$ cat config.mk
export PLATFORM = sky130hd
export DESIGN_NAME = r2fft_ctrl
export DESIGN_NICKNAME = d
export VERILOG_FILES = /design/src/rtl/r2fft_pkg.sv /design/src/rtl/r2fft_ctrl.sv
export SDC_FILE = /design/constraint.sdc
export NUM_CORES = 1
export LEC_CHECK = 0
export BUFFER_PORTS_ARGS = -buffer_cell sky130_fd_sc_hd__clkbuf_2
export CAP_MARGIN = 20
export CORE_UTILIZATION = 58
export DETAILED_ROUTE_END_ITERATION = 8
export GPL_TIMING_DRIVEN = 0
export HOLD_SLACK_MARGIN = 0.12
export PLACE_DENSITY = 0.94
export SYNTH_ARGS = -nofsm -noshare
export SYNTH_HDL_FRONTEND = slang
export SYNTH_SLANG_ARGS = --single-unit
$ cat constraint.sdc
create_clock -name clock -period 5.84 [get_ports clock]
set_input_delay 0.292 -clock clock [delete_from_list [all_inputs] [get_ports clock]]
set_output_delay 0.292 -clock clock [all_outputs]
set_load 0.02 [all_outputs]
$ cat src/rtl/r2fft_pkg.sv
// ----------------------------------------------------------------------------
// r2fft_pkg
// Shared types, constants and the twiddle table of the radix-2 FFT block.
// ----------------------------------------------------------------------------
package r2fft_pkg;

   localparam int POINTS  = 256;
   localparam int LOG     = $clog2(POINTS);
   localparam int AW      = LOG;
   localparam int SW      = $clog2(LOG + 1);
   localparam int QTR     = POINTS / 4;
   localparam int TIW     = (QTR > 0) ? $clog2(QTR + 1) : 1;
   localparam int DW      = 25;
   localparam int SQ_W    = 2 * DW;
   localparam int SQ_ITER = DW;
   localparam int CW      = $clog2(SQ_ITER);

   localparam logic CMD_PUSH = 1'b0;
   localparam logic CMD_READ = 1'b1;

   localparam longint unsigned PI_Q30 = 64'd3373259426;
   localparam longint unsigned TAYLOR_DIV [0:7] = '{64'd6, 64'd20, 64'd42, 64'd72,
                                                    64'd110, 64'd156, 64'd210, 64'd272};

   typedef logic [14:0] tw_word_type;
   typedef tw_word_type tw_tab_type [0:QTR];

   typedef struct packed {
      logic          push_wr;
      logic          bf_mul;
      logic          bf_sum;
      logic          bf_wa;
      logic          bf_wb;
      logic          rd_mem;
      logic          rd_fix;
      logic          rd_sq;
      logic          sq_start;
      logic          load_res;
      logic          load_zero;
      logic          inv;
      logic [SW-1:0] stage;
      logic [AW-1:0] bfly;
      logic [AW-1:0] load_cnt;
      logic [AW-1:0] read_cnt;
   } cmd_type;

   typedef struct packed {
      logic out_full;
      logic sqrt_done;
   } sts_type;

   // sine of 2*pi*k/POINTS, Taylor series in Q2.30, rounded to Q1.15
   function automatic tw_tab_type build_tw();
      tw_tab_type      tab;
      longint unsigned x;
      longint unsigned term;
      longint          sum;
      for (int k = 0; k <= QTR; k++) begin
         x    = (PI_Q30 * 64'd2 * longint'(k)) / POINTS;
         term = x;
         sum  = longint'(x);
         for (int n = 1; n <= 8; n++) begin
            term = ((term * x) >> 30) * x >> 30;
            term = term / TAYLOR_DIV[n - 1];
            if (n % 2 == 1) begin
               sum = sum - longint'(term);
            end else begin
               sum = sum + longint'(term);
            end
         end
         if (sum < 0) begin
            sum = 0;
         end
         sum = (sum + 16384) >>> 15;
         tab[k] = (sum > 32767) ? 15'h7FFF : 15'(sum);
      end
      return tab;
   endfunction

   localparam tw_tab_type TW_TAB = build_tw();

   function automatic logic signed [DW-1:0] sat25(input logic signed [DW+3:0] v);
      logic signed [DW+3:0] hi;
      logic signed [DW+3:0] lo;
      hi = (DW+4)'(24'hFFFFFF);
      lo = -hi - (DW+4)'(1);
      if (v > hi) begin
         return DW'(hi);
      end else if (v < lo) begin
         return DW'(lo);
      end
      return DW'(v);
   endfunction

endpackage

$ cat src/rtl/r2fft_ctrl.sv
// ----------------------------------------------------------------------------
// r2fft_ctrl
// Frame sequencer: load counting, butterfly schedule, bin readout, mode register.
// ----------------------------------------------------------------------------
module r2fft_ctrl
   import r2fft_pkg::*;
(
   input  logic    clock,
   input  logic    reset,
   input  logic    req_valid,
   output logic    req_stall,
   input  logic    req_command,
   input  logic    csr_valid,
   output logic    csr_ready,
   input  logic    csr_inverse_mode,
   output cmd_type cmd,
   input  sts_type sts
);

   localparam logic [3:0] S_IDLE    = 4'd0;
   localparam logic [3:0] S_BF_RD   = 4'd1;
   localparam logic [3:0] S_BF_MUL  = 4'd2;
   localparam logic [3:0] S_BF_SUM  = 4'd3;
   localparam logic [3:0] S_BF_WA   = 4'd4;
   localparam logic [3:0] S_BF_WB   = 4'd5;
   localparam logic [3:0] S_RD_MEM  = 4'd6;
   localparam logic [3:0] S_RD_FIX  = 4'd7;
   localparam logic [3:0] S_RD_SQ   = 4'd8;
   localparam logic [3:0] S_RD_ADD  = 4'd9;
   localparam logic [3:0] S_RD_WAIT = 4'd10;

   logic [3:0]    state_ff, state_in;
   logic          mode_ff, mode_in;
   logic          inv_ff, inv_in;
   logic          done_ff, done_in;
   logic [AW-1:0] load_ff, load_in;
   logic [AW-1:0] read_ff, read_in;
   logic [SW-1:0] stage_ff, stage_in;
   logic [AW-1:0] bfly_ff, bfly_in;
   logic          accept;

   assign csr_ready = 1'b1;
   assign req_stall = (state_ff != S_IDLE) || sts.out_full;
   assign accept    = req_valid && !req_stall;

   always_comb begin
      state_in = state_ff;
      mode_in  = (csr_valid && csr_ready) ? csr_inverse_mode : mode_ff;
      inv_in   = inv_ff;
      done_in  = done_ff;
      load_in  = load_ff;
      read_in  = read_ff;
      stage_in = stage_ff;
      bfly_in  = bfly_ff;
      cmd          = '0;
      cmd.inv      = inv_ff;
      cmd.stage    = stage_ff;
      cmd.bfly     = bfly_ff;
      cmd.load_cnt = load_ff;
      cmd.read_cnt = read_ff;
      case (state_ff)
         S_IDLE: begin
            if (accept) begin
               if (req_command == CMD_PUSH) begin
                  cmd.push_wr = 1'b1;
                  done_in     = 1'b0;
                  load_in     = load_ff + AW'(1);
                  if (load_ff == AW'(POINTS - 1)) begin
                     inv_in   = mode_ff;
                     stage_in = '0;
                     bfly_in  = '0;
                     load_in  = '0;
                     state_in = S_BF_RD;
                  end
               end else if (done_ff) begin
                  state_in = S_RD_MEM;
               end else begin
                  cmd.load_zero = 1'b1;
               end
            end
         end
         S_BF_RD:  state_in = S_BF_MUL;
         S_BF_MUL: begin
            cmd.bf_mul = 1'b1;
            state_in   = S_BF_SUM;
         end
         S_BF_SUM: begin
            cmd.bf_sum = 1'b1;
            state_in   = S_BF_WA;
         end
         S_BF_WA: begin
            cmd.bf_wa = 1'b1;
            state_in  = S_BF_WB;
         end
         S_BF_WB: begin
            cmd.bf_wb = 1'b1;
            bfly_in   = bfly_ff + AW'(1);
            state_in  = S_BF_RD;
            if (bfly_ff == AW'(POINTS / 2 - 1)) begin
               bfly_in = '0;
               if (stage_ff == SW'(LOG - 1)) begin
                  done_in  = 1'b1;
                  read_in  = '0;
                  state_in = S_IDLE;
               end else begin
                  stage_in = stage_ff + SW'(1);
               end
            end
         end
         S_RD_MEM: begin
            cmd.rd_mem = 1'b1;
            state_in   = S_RD_FIX;
         end
         S_RD_FIX: begin
            cmd.rd_fix = 1'b1;
            state_in   = S_RD_SQ;
         end
         S_RD_SQ: begin
            cmd.rd_sq = 1'b1;
            state_in  = S_RD_ADD;
         end
         S_RD_ADD: begin
            cmd.sq_start = 1'b1;
            state_in     = S_RD_WAIT;
         end
         S_RD_WAIT: begin
            if (sts.sqrt_done) begin
               cmd.load_res = 1'b1;
               read_in      = read_ff + AW'(1);
               state_in     = S_IDLE;
               if (read_ff == AW'(POINTS - 1)) begin
                  done_in = 1'b0;
                  read_in = '0;
                  load_in = '0;
               end
            end
         end
         default: state_in = S_IDLE;
      endcase
   end

   always_ff @(posedge clock) begin
      if (reset) begin
         state_ff <= S_IDLE;
         mode_ff  <= 1'b0;
         inv_ff   <= 1'b0;
         done_ff  <= 1'b0;
         load_ff  <= '0;
         read_ff  <= '0;
         stage_ff <= '0;
         bfly_ff  <= '0;
      end else begin
         state_ff <= state_in;
         mode_ff  <= mode_in;
         inv_ff   <= inv_in;
         done_ff  <= done_in;
         load_ff  <= load_in;
         read_ff  <= read_in;
         stage_ff <= stage_in;
         bfly_ff  <= bfly_in;
      end
   end

endmodule

## Yosys cells after proc, flatten, opt, wreduce, memory -nomap -nowiden

Cells that the tools add are included.
W data, S select, Z words.

| operators by class | value |
|---|---|
| bitwise gates (word level) | 1 |
| add/sub/neg operators | 4 |
| equality and inequality tests | 24 |
| mux-type cells | 54 |
| reduce and logical (&&, ||, !) cells | 16 |

Operators with widths:

| operator | number |
|---|---|
| $mux W8 | 13 |
| $pmux W8 S2 | 3 |
| $pmux W4 S11 | 1 |
| $mux W4 | 10 |
| $mux W1 | 25 |
| $add A8 B1 Y8 const B | 3 |
| $eq A4 B3 Y1 const B | 5 |
| $eq A8 B8 Y1 const B | 2 |
| $ne A2 B2 Y1 const B | 8 |
| $reduce_and A4 Y1 | 4 |
| $eq A4 B4 Y1 const B | 3 |
| $eq A4 B2 Y1 const B | 2 |
| $eq A8 B7 Y1 const B | 1 |
| $pmux W4 S2 | 1 |
| $reduce_and A7 Y1 | 1 |
| $ne A3 B3 Y1 const B | 2 |
| $reduce_and A6 Y1 | 1 |
| $reduce_bool A2 Y1 | 3 |
| $reduce_and A5 Y1 | 1 |
| $add A4 B1 Y4 const B | 1 |
| $eq A4 B1 Y1 const B | 1 |
| $logic_not A4 Y1 | 1 |
| $reduce_bool A4 Y1 | 1 |
| $pmux W1 S3 | 1 |
| other kinds (5) | 5 |

| word-level totals | value |
|---|---|
| logic and storage cells | 107 |
| register bits | 35 |

## Logic depth before layout (Yosys ltp)

Gate-level depths: netlist of the first run.

| depth | value |
|---|---|
| word-level depth | 6 |
| depth in mapped cells | 7 |
| mapped depth without buffers | 5 |

## Worst setup path before layout of the first run

No wires, ideal clock.

| path | value |
|---|---|
| path kind | flip-flop to flip-flop |
| start | register bfly_ff[0] |
| end | register read_ff[3] |
| arrival | 2.071 ns |
| required time | 5.723 ns |
| setup slack | 3.651 ns |
| clock period less this slack | 2.189 ns |
| path buffers | 1 |
| stages on the path, launching flop included | 7 |
| cell sequence | dfxtp_1 > ha_1 > nand4_1 > or4_1 > buf_2 > a22o_1 > a32o_1 |

| between the ends | value |
|---|---|
| word-level cells in the longest chain between the ends | 3 |

RTL lines:

| item | RTL line | source |
|---|---|---|
| start, declared | r2fft_ctrl.sv:39 | `logic [AW-1:0] bfly_ff, bfly_in;` |
| start signal, assigned | r2fft_ctrl.sv:160 | `bfly_ff <= bfly_in;` |
| $eq A8 B7 Y1 | r2fft_ctrl.sv:99 | `if (bfly_ff == AW'(POINTS / 2 - 1)) begin` |
| $ne A2 B2 Y1 (no line) | - |  |
| $reduce_and A4 Y1 (no line) | - |  |
| end signal, assigned | r2fft_ctrl.sv:158 | `read_ff <= read_in;` |
| end, declared | r2fft_ctrl.sv:37 | `logic [AW-1:0] read_ff, read_in;` |

Every way passes these cells.
A chain may end at the register's enable or synchronous reset.

==> key figures, run 1 <==
Status
  – Status: finished, final reports clean

Clock network
  – # hold bufs at CTS: 0
  – H-Tree Depth: 2
  – Longest Clk Path Bufs: 2
  – Skew-Pair Late Insertion Delay: 0.36 ns
  – Post-cts resize count: 0
  – Setup bufs post-CTS: 0
  – Clock transition at path regs: ~0.12 ns
  – Clock root buffer: clkbuf_4
  – CTS Sinks: 35
  – CTS tree: built
  – Cts bufs inserted: 5

Worst setup path
  – Largest stage delay, worst path: ~0.36 ns
  – CP Launch Type: flop
  – R2R cell count: 5
  – R2R Setup Slk: approximately 3.4 ns
  – Crit Path Category: flop to output port
  – Slowest-stage cell, CP: dfxtp_1
  – RR Endpoint: read_ff[5]$_SDFFE_PP0P_
  – Critical path capture point type: output port
  – Top Family by Delay on Critical Path: buffers and inverters
  – Cell Chain, Critical Path: buf_2, nor4bb_1, clkbuf_1, nand2_1, inv_1, clkbuf_2
  – CP required: 5.55 ns
  – Worst-path fanout max: 10
  – R2R Path Start: bfly_ff[0]$_SDFFE_PP0P_
  – Critical path buffer and inverter count: 4
  – Worst Path Arrival: about 2.4 ns

Timing
  – Max-slew violations: 0
  – Max-slew headroom: 0.320
  – Unrepaired setup endpoints after global routing: false
  – Worst-Margin Slew: 1.01 ns
  – Setup_tns: 0 ns
  – Final period util: 0.453
  – Final setup viols: 0
  – F_max: 378 MHz
  – Final Hold Violating Endpoints: 0
  – Min cycle time layout: 2.64 ns
  – Worst hold slack: 0.191 ns
  – Worst clock skew: 0.0180 ns

Die
  – Die Height: 62.2 microns
  – Rows: 21
  – Effective utilization at floorplan: 0.615
  – Core area: 3420 sq um
  – Boundary Pins: 50
  – Die area: 3870 sq um
  – Die width: around 62 microns

Placed design
  – Port bufs: 48
  – Gpl congestion: 0.872
  – Post-Place Cell Area: 2400 sq um
  – Final HPWL DP: 3910 microns

Layout
  – Post-route cell area: 2450 sq um
  – # diodes: 0
  – Share of layout cells above drive strength 1: 0.209
  – P&R area growth vs syn: 16.5%
  – Nets: around 320

Global routing
  – Vias in the first global route: 2,031
  – Total congestion overflow: 0
  – Pin count of the biggest net entering global routing: 11
  – Total GRT Usage: 0.285
  – Global-route wire length before repair: around 9000 microns
  – Initial antenna violation count: 0

Yosys
  – Post-Syn Area: about 2100 sq um
  – Seq/Total Area, Yosys: 0.333
  – Mapped Nets: between 200 and 300
  – Count of different cell masters after synthesis: 58
  – Avg Inst Size Synth: 8.24 sq um
  – Synth warnings: 0
  – FFs w/ async S/R, synth: 0
  – Synth Register Bits: 35
  – Gate Count Post-Synth: 255
  – Post-synth EDFFs: 0
  – Most used DFF post-synth: dfxtp_1

Job
  – Maximum capacitance violations: 0

Worst hold path
  – Hold Startpoint: csr_inverse_mode
  – Hold Path Class: primary input to flop
  – Hold endpoint: mode_ff$_SDFFE_PP0P_
  – Hold path cells: 3

Drt
  – Wire length per cell: 15.1 microns
  – # DRC: 0
  – Pre-antenna DRT Iters: 5
  – Final ANT Viol Nets: 0
  – 1st-iter DRT viols: 210
  – Via-per-instance ratio: 6.31
  – Vias: about 2,300
  – Drt total wl: 5380 microns

Pwr
  – Peak VDD IR: between 0.1 and 0.15 mV
  – Pwr Density: 163 nW/um^2
  – Leakage power: 0.932 nW
-- per-layer routing --
metal	vias up	share of wire	track usage
li1	1101	-	-
met2	101	0.48	0.468
met5	-	0	0
met3	14	0.066	0.0662
met4	0	0.019	0.148
met1	1035	0.44	0.346
-- through the flow --
step / setup WS, ns / power [W] / cells / util
finish: 3.20 / 0.000399 / 357 / 0.717
global route: 3.01 / 0.000415 / 357 / 0.717
CTS: 3.24 / 0.000399 / 357 / 0.717
detailed placement: 3.43 / 0.000274 / 349 / 0.703
global placement: 3.57 / 0.000273 / 349 / 0.703
floorplan: 3.65 / 0.000264 / 255 / -
-- Yosys cell counts (2+ instances only) --
library cell	n	area, sq um
buf_1	3	11.3
o41a_1	2	22.5
nand4_1	5	31.3
nand2b_1	7	43.8
o21ai_0	13	65.1
buf_4	3	22.5
a32o_1	4	40.0
nor4b_1	4	35.0
o21a_1	4	30.0
o22ai_1	4	25.0
nand4bb_1	2	22.5
clkbuf_1	8	30.0
and3_1	6	37.5
a21o_1	2	15.0
a211oi_1	4	30.0
nor4_1	5	31.3
a41oi_1	2	17.5
ha_1	4	50.1
nand3b_1	2	15.0
a311oi_1	4	35.0
nand3_1	15	75.1
o211ai_1	4	30.0
a31oi_1	5	31.3
nand2_1	22	82.6
a21oi_1	13	65.1
buf_2	3	15.0
or3_1	2	12.5
inv_1	9	33.8
and4_1	3	26.3
dfxtp_1	35	701
a22o_1	2	17.5
nor3_1	10	50.1
nor2_1	11	41.3
nor3b_1	4	30.0
or4_1	3	22.5
mux2i_1	4	40.0
-- report_power, final --
part	switching [W]	internal (W)
registers	0.00000217	0.000240
clock network	0.0000831	0.0000469
logic	0.0000181	0.00000883
-- worst max-delay path by stage --
stage          cells past startpoint                     start                       to  slack [ns]
2_1_floorplan                      6   bfly_ff[0]$_SDFFE_PP0P_  read_ff[3]$_SDFFE_PP0P_        3.65
3_3_place_gp                       5   bfly_ff[0]$_SDFFE_PP0P_  read_ff[7]$_SDFFE_PP0P_        3.57
3_5_place_dp                       5   bfly_ff[0]$_SDFFE_PP0P_  read_ff[5]$_SDFFE_PP0P_        3.43
4_1_cts                            6  state_ff[1]$_SDFFE_PP0P_                  cmd[30]        3.24
5_1_grt                            6  state_ff[1]$_SDFFE_PP0P_                  cmd[30]        3.01
6_report                           6  state_ff[1]$_SDFFE_PP0P_                  cmd[30]        3.20
-- sequential cells by signal, indices dropped and copies added (netlist names) --
signal,cells
inv_ff,1
state_ff,4
read_ff,8
load_ff,8
stage_ff,4
mode_ff,1
bfly_ff,8
done_ff,1
-- cells in the final DEF (no fill, tap or decap), types with 5 or more instances in the layout --
cell type  instances
nand3_1           15
nor2_1            11
clkbuf_1          10
nand2b_1           7
a21oi_1           13
nand2_1           22
inv_1              9
nor4_1             5
o21ai_0           13
clkbuf_4           5
clkbuf_2          48
nor3_1            10
nand4_1            5
and3_1             6
dfxtp_1           35
a31oi_1            5
-- kinds of logic after synthesis --
group	count (synthesis)	share of synthesized area
compound gates	75	0.265
buf+inv	27	0.0554
fa+ha+maj	4	0.0238
simple gates	108	0.298
other cells	1	0.00178
xor+xnor	1	0.00417
flops	35	0.333
mux	4	0.0190
-- cell type report --
type / instances / area (sq um)
multi-input combinational: 193 / 1280
fill: 286 / 966
sequential: 35 / 701
timing repair buffer: 48 / 240
buffer: 17 / 78.8
tap: 46 / 57.6
clock buffer: 7 / 45.0
inverter: 10 / 37.5
clock inverter: 1 / 5.00
-- worst register-to-register path: stages (launching register included) --
cell and delay [ns]:
dfxtp_1 0.41, ha_1 0.21, nand4_1 0.28, nor4_1 0.94, o22ai_1 0.17, a32o_1 0.29
(Power assumes the default switching activity.)
==> inputs of run 2 (changes only) <==
--- a/config.mk
+++ b/config.mk
@@ -7,11 +7,11 @@
 export LEC_CHECK = 0
 export BUFFER_PORTS_ARGS = -buffer_cell sky130_fd_sc_hd__clkbuf_2
 export CAP_MARGIN = 20
-export CORE_UTILIZATION = 58
+export CORE_UTILIZATION = 48
 export DETAILED_ROUTE_END_ITERATION = 8
 export GPL_TIMING_DRIVEN = 0
 export HOLD_SLACK_MARGIN = 0.12
-export PLACE_DENSITY = 0.94
+export PLACE_DENSITY = 0.84
 export SYNTH_ARGS = -nofsm -noshare
 export SYNTH_HDL_FRONTEND = slang
 export SYNTH_SLANG_ARGS = --single-unit
==> constraint.sdc (replaced) <==
create_clock -name clock -period 2.3 [get_ports clock]
set_input_delay 0.115 -clock clock [delete_from_list [all_inputs] [get_ports clock]]
set_output_delay 0.115 -clock clock [all_outputs]
set_load 0.02 [all_outputs]
==> run 2 against run 1 <==
Routed wire length increased by 0.76%. Clock skew down 0.0065 ns. Count of clock-buffer cells in the layout grew 1. Via count decreased by 0.27%. Flip-flop and latch count is the same. Final cell count up 2.8%. Hold slack worse by 0.027 ns. Sequential power rose to 2.5 times the previous value. Clock power grew to 3.8 times the previous value.
==> key figures, run 2 (synthesis results as in run 1) <==
Clock network
  – Longest Clk Path Bufs: 2 (unchanged)
  – Clock root buffer: clkbuf_8
  – CTS Sinks: 35 (unchanged)
  – Clock transition at path regs: 0.07 ns (-0.05 ns)
  – H-Tree Depth: 2 (unchanged)
  – Skew-Pair Late Insertion Delay: 0.29 ns (-0.07 ns)
  – Cts bufs inserted: 5 (unchanged)
  – CTS tree: built

Placed design
  – Final HPWL DP: 3820 microns (-2.3%)
  – Port bufs: 48 (unchanged)
  – Pre-CTS WS: -0.0286 ns (-3.46 ns)
  – Dpl cells: 353 (+1.1%)
  – Gpl congestion: 0.917 (+5.2%)

Drt
  – Vias: 2,245 (-0.27%)
  – 1st-iter DRT viols: 140 (-33%)
  – Final ANT Viol Nets: 0 (unchanged)
  – # DRC: 0 (unchanged)
  – Wire length per cell: 14.8 microns (-2.0%)
  – Drt total wl: 5420 microns (+0.76%)
  – Pre-antenna DRT Iters: 4 (-1)
  – Via-per-instance ratio: 6.12 (-3.0%)

Die
  – Core area: 4120 sq um (+20%)
  – Rows: 23 (+9.5%)
  – Boundary Pins: 50 (unchanged)
  – Die Height: 68.2 microns (+9.6%)
  – Effective utilization at floorplan: 0.511 (-0.105)
  – Die width: 68.2 microns (+9.6%)
  – Die area: 4650 sq um (+20%)

Worst setup path
  – R2R Setup Slk: 0.10 ns (-3.33 ns)
  – Critical path capture point type: flop
  – Worst Path Arrival: 2.37 ns (+0.02 ns)
  – CP Launch Type: flop
  – Cell Chain, Critical Path: ha_1, nand4_1, or4_1, buf_2, a22o_1, a32o_1
  – Largest stage delay, worst path: 0.55 ns (+0.19 ns)
  – CP required: 2.47 ns (-3.08 ns)
  – Worst-path fanout max: 6 (-4)
  – Crit Path Category: flop to flop
  – Slowest-stage cell, CP: or4_1

Global routing
  – Initial antenna violation count: 0 (unchanged)
  – Pin count of the biggest net entering global routing: 11 (unchanged)
  – Total congestion overflow: 0 (unchanged)
  – Total GRT Usage: 0.242 (-0.0435)
  – Global-route wire length before repair: 8550 microns (-4.5%)
  – Vias in the first global route: 1,853 (-8.8%)

Layout
  – P&R area growth vs syn: 22.5%
  – # diodes: 0 (unchanged)
  – Commonest non-fill, non-tap cell in the layout: clkbuf_2
  – Share of layout cells above drive strength 1: 0.237 (+0.0276)
  – Top Registers: bfly_ff: 8 flops, load_ff: 8 flops, read_ff: 8 flops
  – Nets: 328 (+1.9%)
  – Non-filler cells, final: 367 (+2.8%)
  – Most frequent cells in the layout: clkbuf_2, dfxtp_1, nand2_1, nand3_1, o21ai_0

Timing
  – Final Hold Violating Endpoints: 0 (unchanged)
  – Min cycle time layout: about 2.2 ns
  – Max-slew headroom: 0.617 (+0.297)
  – Max-slew violations: 0 (unchanged)
  – Unrepaired setup endpoints after global routing: false
  – Final period util: 0.955
  – F_max: approximately 460 MHz
  – Worst-Margin Slew: 0.570 ns (-0.441 ns)
  – Final setup viols: 0 (unchanged)
  – Final worst setup slack: 0.104 ns (-3.09 ns)
  – Worst clock skew: 0.0115 ns (-0.00652 ns)

Pwr
  – Peak VDD IR: 0.376 mV (+220%)
  – Leakage power: 0.983 nW (+5.5%)
  – Pwr Density: 460 nW/um^2 (+180%)

Worst hold path
  – Hold Path Class: primary input to flop

Job
  – Maximum capacitance violations: 0 (unchanged)

Status
  – Status: finished, final reports clean
==> run 2: timing repair <==
| action | in CTS | in global routing |
|---|---|---|
| gates resized for setup | 2 | 3 |
| buffers inserted | 2 | 2 |
| hold endpoints to repair | 1 | 0 |
| endpoints found under the setup margin | 6 | 9 |
| hold buffers | 2 | 0 |
| pin swaps | 0 | 1 |
==> run 2: power by group <==
group	internal (W)	leakage [nW]	switching, W
Sequential	0.000610	0.282	0.00000532
Combinational	0.0000261	0.650	0.0000465
Clock	0.000273	0.0515	0.000222
==> run 2: final timing paths <==
path / startpoint / end / cells after the start
max: bfly_ff[0]$_SDFFE_PP0P_ / read_ff[3]$_SDFFE_PP0P_ / 6
min: reset / load_ff[0]$_SDFFE_PP0P_ / 3
max reg2reg: bfly_ff[0]$_SDFFE_PP0P_ / read_ff[3]$_SDFFE_PP0P_ / 6
min reg2reg: mode_ff$_SDFFE_PP0P_ / inv_ff$_SDFFE_PP0P_ / 2
==> run 2: final cells by class <==
cell class                 count  area (sq um)
inverter                      10          37.5
fill                         369          1540
tap                           50          62.6
clock buffer                   8           100
sequential                    35           701
timing repair buffer          54           290
buffer                        17          80.1
multi-input combinational    193          1300
==> run 2: critical path, delay by kind of cell, from the launching register on <==
family                   cells  cell delay (ns)
AND/OR/NAND/NOR              2             0.75
AO/OA/AOI/OAI                2             0.50
adder cells (fa/ha/maj)      1             0.23
buffers and inverters        1             0.19
flip-flops                   1             0.42
==> run 2: per-stage QoR <==
| stage | utilization | area, sq um | total power, W | hold slack [ns] | setup TNS, ns |
|---|---|---|---|---|---|
| detailed placement | 0.584 | 2400 | 0.000695 | 0.372 | -0.0489 |
| CTS | 0.619 | 2550 | 0.00119 | 0.159 | 0 |
| global route | 0.626 | 2570 | 0.00123 | 0.170 | 0 |
| global placement | 0.584 | 2400 | 0.000694 | 0.358 | 0 |
| finish | 0.626 | 2570 | 0.00118 | 0.164 | 0 |
| floorplan | - | 2100 | 0.000670 | 0.262 | 0 |
==> run 2: routing by layer <==
metal	track usage	vias up	routed length [microns]
met5	0	-	0
met1	0.319	1062	2560
met4	0.0807	0	60
li1	-	1102	-
met3	0.0550	6	281
met2	0.385	75	2520
==> inputs of run 3 (changes only) <==
--- a/config.mk
+++ b/config.mk
@@ -12,6 +12,8 @@
 export GPL_TIMING_DRIVEN = 0
 export HOLD_SLACK_MARGIN = 0.12
 export PLACE_DENSITY = 0.84
+export RECOVER_POWER = 25
+export SKIP_LAST_GASP = 1
 export SYNTH_ARGS = -nofsm -noshare
 export SYNTH_HDL_FRONTEND = slang
 export SYNTH_SLANG_ARGS = --single-unit
==> run 3 against run 2 <==
Global-route usage unchanged. Worst setup slack got worse by 0.016 ns. Critical path depth unchanged. Cell area is 0.92% lower. First-iteration DRC count is 5.7% higher. Combinational power barely moved. Count of clock-buffer cells in the layout unchanged. Critical path type unchanged. Clock power barely moved. Sequential power hardly changed. Utilization down 0.58 points.
==> key figures, run 3 (synthesis results as in run 1) <==
Layout
  – Nets: 328 (unchanged)
  – P&R area growth vs syn: 21.4%
  – FILL cells: 378 (+2.4%)
  – Post-Route Utilization: 0.620 (-0.00578)
  – Share of layout cells above drive strength 1: 0.177 (-0.0599)
  – # diodes: 0 (unchanged)
  – Commonest non-fill, non-tap cell in the layout: dfxtp_1
  – Area of the multi-input gates: 1300 sq um (unchanged)
  – Post-route cell area: 2550 sq um (-0.92%)
  – FF+latch area: 701 sq um (unchanged)
  – Most frequent cells in the layout: dfxtp_1, clkbuf_2, clkbuf_1, nand2_1, nand3_1
  – Top Registers: bfly_ff: 8 flops, load_ff: 8 flops, read_ff: 8 flops

Clock network
  – H-Tree Depth: 2 (unchanged)
  – CTS Sinks: 35 (unchanged)
  – CTS tree: built
  – Clock transition at path regs: 0.08 ns (about the same)
  – Longest Clk Path Bufs: 2 (unchanged)
  – Skew-Pair Late Insertion Delay: 0.29 ns (about the same)
  – Clock root buffer: clkbuf_8
  – Cts bufs inserted: 5 (unchanged)

Pwr
  – Peak VDD IR: 0.378 mV (+0.48%)
  – Net Sw Frac: 0.233 (+0.00111)
  – Cell-internal power: 0.000909 W (about the same)
  – Pwr Density: 464 nW/um^2 (+1.1%)
  – Sequential Power Share: 0.519 (about the same)
  – Leakage power: 0.918 nW (-6.7%)
  – Clock share of power: 0.420 (about the same)
  – Comb pwr share: 0.061 (about the same)
  – P_sw: 0.000276 W (+0.62%)

Worst setup path
  – Critical path capture point type: flop
  – Worst Setup SP: bfly_ff[0]$_SDFFE_PP0P_
  – R2R Path Start: bfly_ff[0]$_SDFFE_PP0P_
  – CP Launch Type: flop
  – Cell Chain, Critical Path: ha_1, nand4_1, or4_1, buf_2, a22o_1, a32o_1
  – Top Family by Delay on Critical Path: simple AND/OR/NAND/NOR gates
  – CP required: 2.47 ns (about the same)
  – Crit Path Category: flop to flop
  – Worst Path Arrival: 2.39 ns (+0.02 ns)
  – Worst-path fanout max: 6 (unchanged)
  – Critical path buffer and inverter count: 1 (unchanged)
  – Largest stage delay, worst path: 0.55 ns (about the same)
  – Slowest-stage cell, CP: or4_1

Timing
  – Final period util: 0.962 (+0.00702)
  – Min cycle time layout: 2.21 ns (+0.0161 ns)
  – Final worst setup slack: 0.0879 ns (-0.0161 ns)
  – Max-slew violations: 0 (unchanged)
  – F_max: 452 MHz (-0.73%)
  – Unrepaired setup endpoints after global routing: false
  – Final setup viols: 0 (unchanged)
  – Final Hold Violating Endpoints: 0 (unchanged)
  – Max-slew headroom: 0.610 (-0.00731)
  – Worst-Margin Slew: 0.581 ns (+0.0109 ns)
  – Worst clock skew: 0.0128 ns (+0.00134 ns)

Placed design
  – Port bufs: 48 (unchanged)
  – Pre-CTS WS: -0.0286 ns (unchanged)
  – Final HPWL DP: 3820 microns (unchanged)
  – Post-Place Cell Area: 2400 sq um (unchanged)
  – Gpl congestion: 0.917 (unchanged)

Die
  – Die area: 4650 sq um (unchanged)
  – Core area: 4120 sq um (unchanged)
  – Die Height: 68.2 microns (unchanged)
  – Die width: 68.2 microns (unchanged)
  – Rows: 23 (unchanged)
  – Boundary Pins: 50 (unchanged)
  – Effective utilization at floorplan: 0.511 (unchanged)

Drt
  – Wire length per cell: 14.7 microns (-0.59%)
  – Drt total wl: 5390 microns (-0.59%)
  – # DRC: 0 (unchanged)
  – Vias: 2,256 (+0.49%)
  – Final ANT Viol Nets: 0 (unchanged)
  – Via-per-instance ratio: 6.15 (+0.49%)
  – 1st-iter DRT viols: 148 (+5.7%)
  – Pre-antenna DRT Iters: 7 (+3)

Global routing
  – Vias in the first global route: 1,853 (unchanged)
  – Global-route wire length before repair: 8550 microns (unchanged)
  – Pin count of the biggest net entering global routing: 11 (unchanged)
  – Initial antenna violation count: 0 (unchanged)
  – Total GRT Usage: 0.242 (unchanged)
  – Total congestion overflow: 0 (unchanged)

Worst hold path
  – Hold Path Class: primary input to flop
  – Hold Startpoint: reset

Status
  – Status: finished, final reports clean

Job
  – Maximum capacitance violations: 0 (unchanged)
==> run 3: routing by layer <==
layer / up-vias / global-route usage / wire [microns]
met5: - / 0 / 0
met4: 0 / 0.0807 / 65
met3: 8 / 0.0550 / 311
met2: 89 / 0.385 / 2470
met1: 1058 / 0.319 / 2540
li1: 1101 / - / -
==> run 3: tightest hold or removal path: cells and delay by family <==
family          cells  cell delay (ns)
compound gates      1             0.06
simple gates        1             0.11
buf+inv             1             0.12
==> run 3: per-stage QoR <==
stage / setup TNS, ns / hold WS [ns] / instances / power [W]
after floorplan: 0 / 0.262 / 255 / 0.000670
after global placement: 0 / 0.358 / 353 / 0.000694
after detailed placement: -0.0489 / 0.372 / 353 / 0.000695
after CTS: 0 / 0.159 / 365 / 0.00119
after global routing: 0 / 0.170 / 367 / 0.00123
final: 0 / 0.164 / 367 / 0.00119
==> run 3: power groups by stage <==
stage / registers, W / clock network [W] / logic [W]
floorplan: 0.000630 / 0 / 0.0000399
global placement: 0.000629 / 0 / 0.0000652
detailed placement: 0.000629 / 0 / 0.0000665
CTS: 0.000615 / 0.000500 / 0.0000699
global route: 0.000615 / 0.000534 / 0.0000779
finish: 0.000615 / 0.000497 / 0.0000724
==> run 3: repair_timing <==
| action | in CTS | in global routing |
|---|---|---|
| resized for setup | 2 | 3 |
| setup buffers | 2 | 2 |
| cloned | 0 | 0 |
| endpoints found under the setup margin | 6 | 9 |
| hold buffers | 2 | 0 |
| hold endpoints to repair | 1 | 0 |
| pin swaps | 0 | 1 |
==> run 3: cell type report <==
type / instances / area share
flip-flops and latches: 35 / 0.275
well taps: 50 / 0.0245
clock buffers: 8 / 0.0392
repair buffers: 54 / 0.104
plain buffers: 17 / 0.0314
multi-input cells: 193 / 0.511
inverters: 10 / 0.0147
==> run 3: path summary, 6_finish.rpt <==
path                            slack, ns                 endpoint  depth (start not counted)
worst max-delay path                 0.09  read_ff[3]$_SDFFE_PP0P_                          6
worst min-delay path                 0.16  load_ff[0]$_SDFFE_PP0P_                          3
worst max register to register       0.09  read_ff[3]$_SDFFE_PP0P_                          6
worst min register to register       0.50      inv_ff$_SDFFE_PP0P_                          2
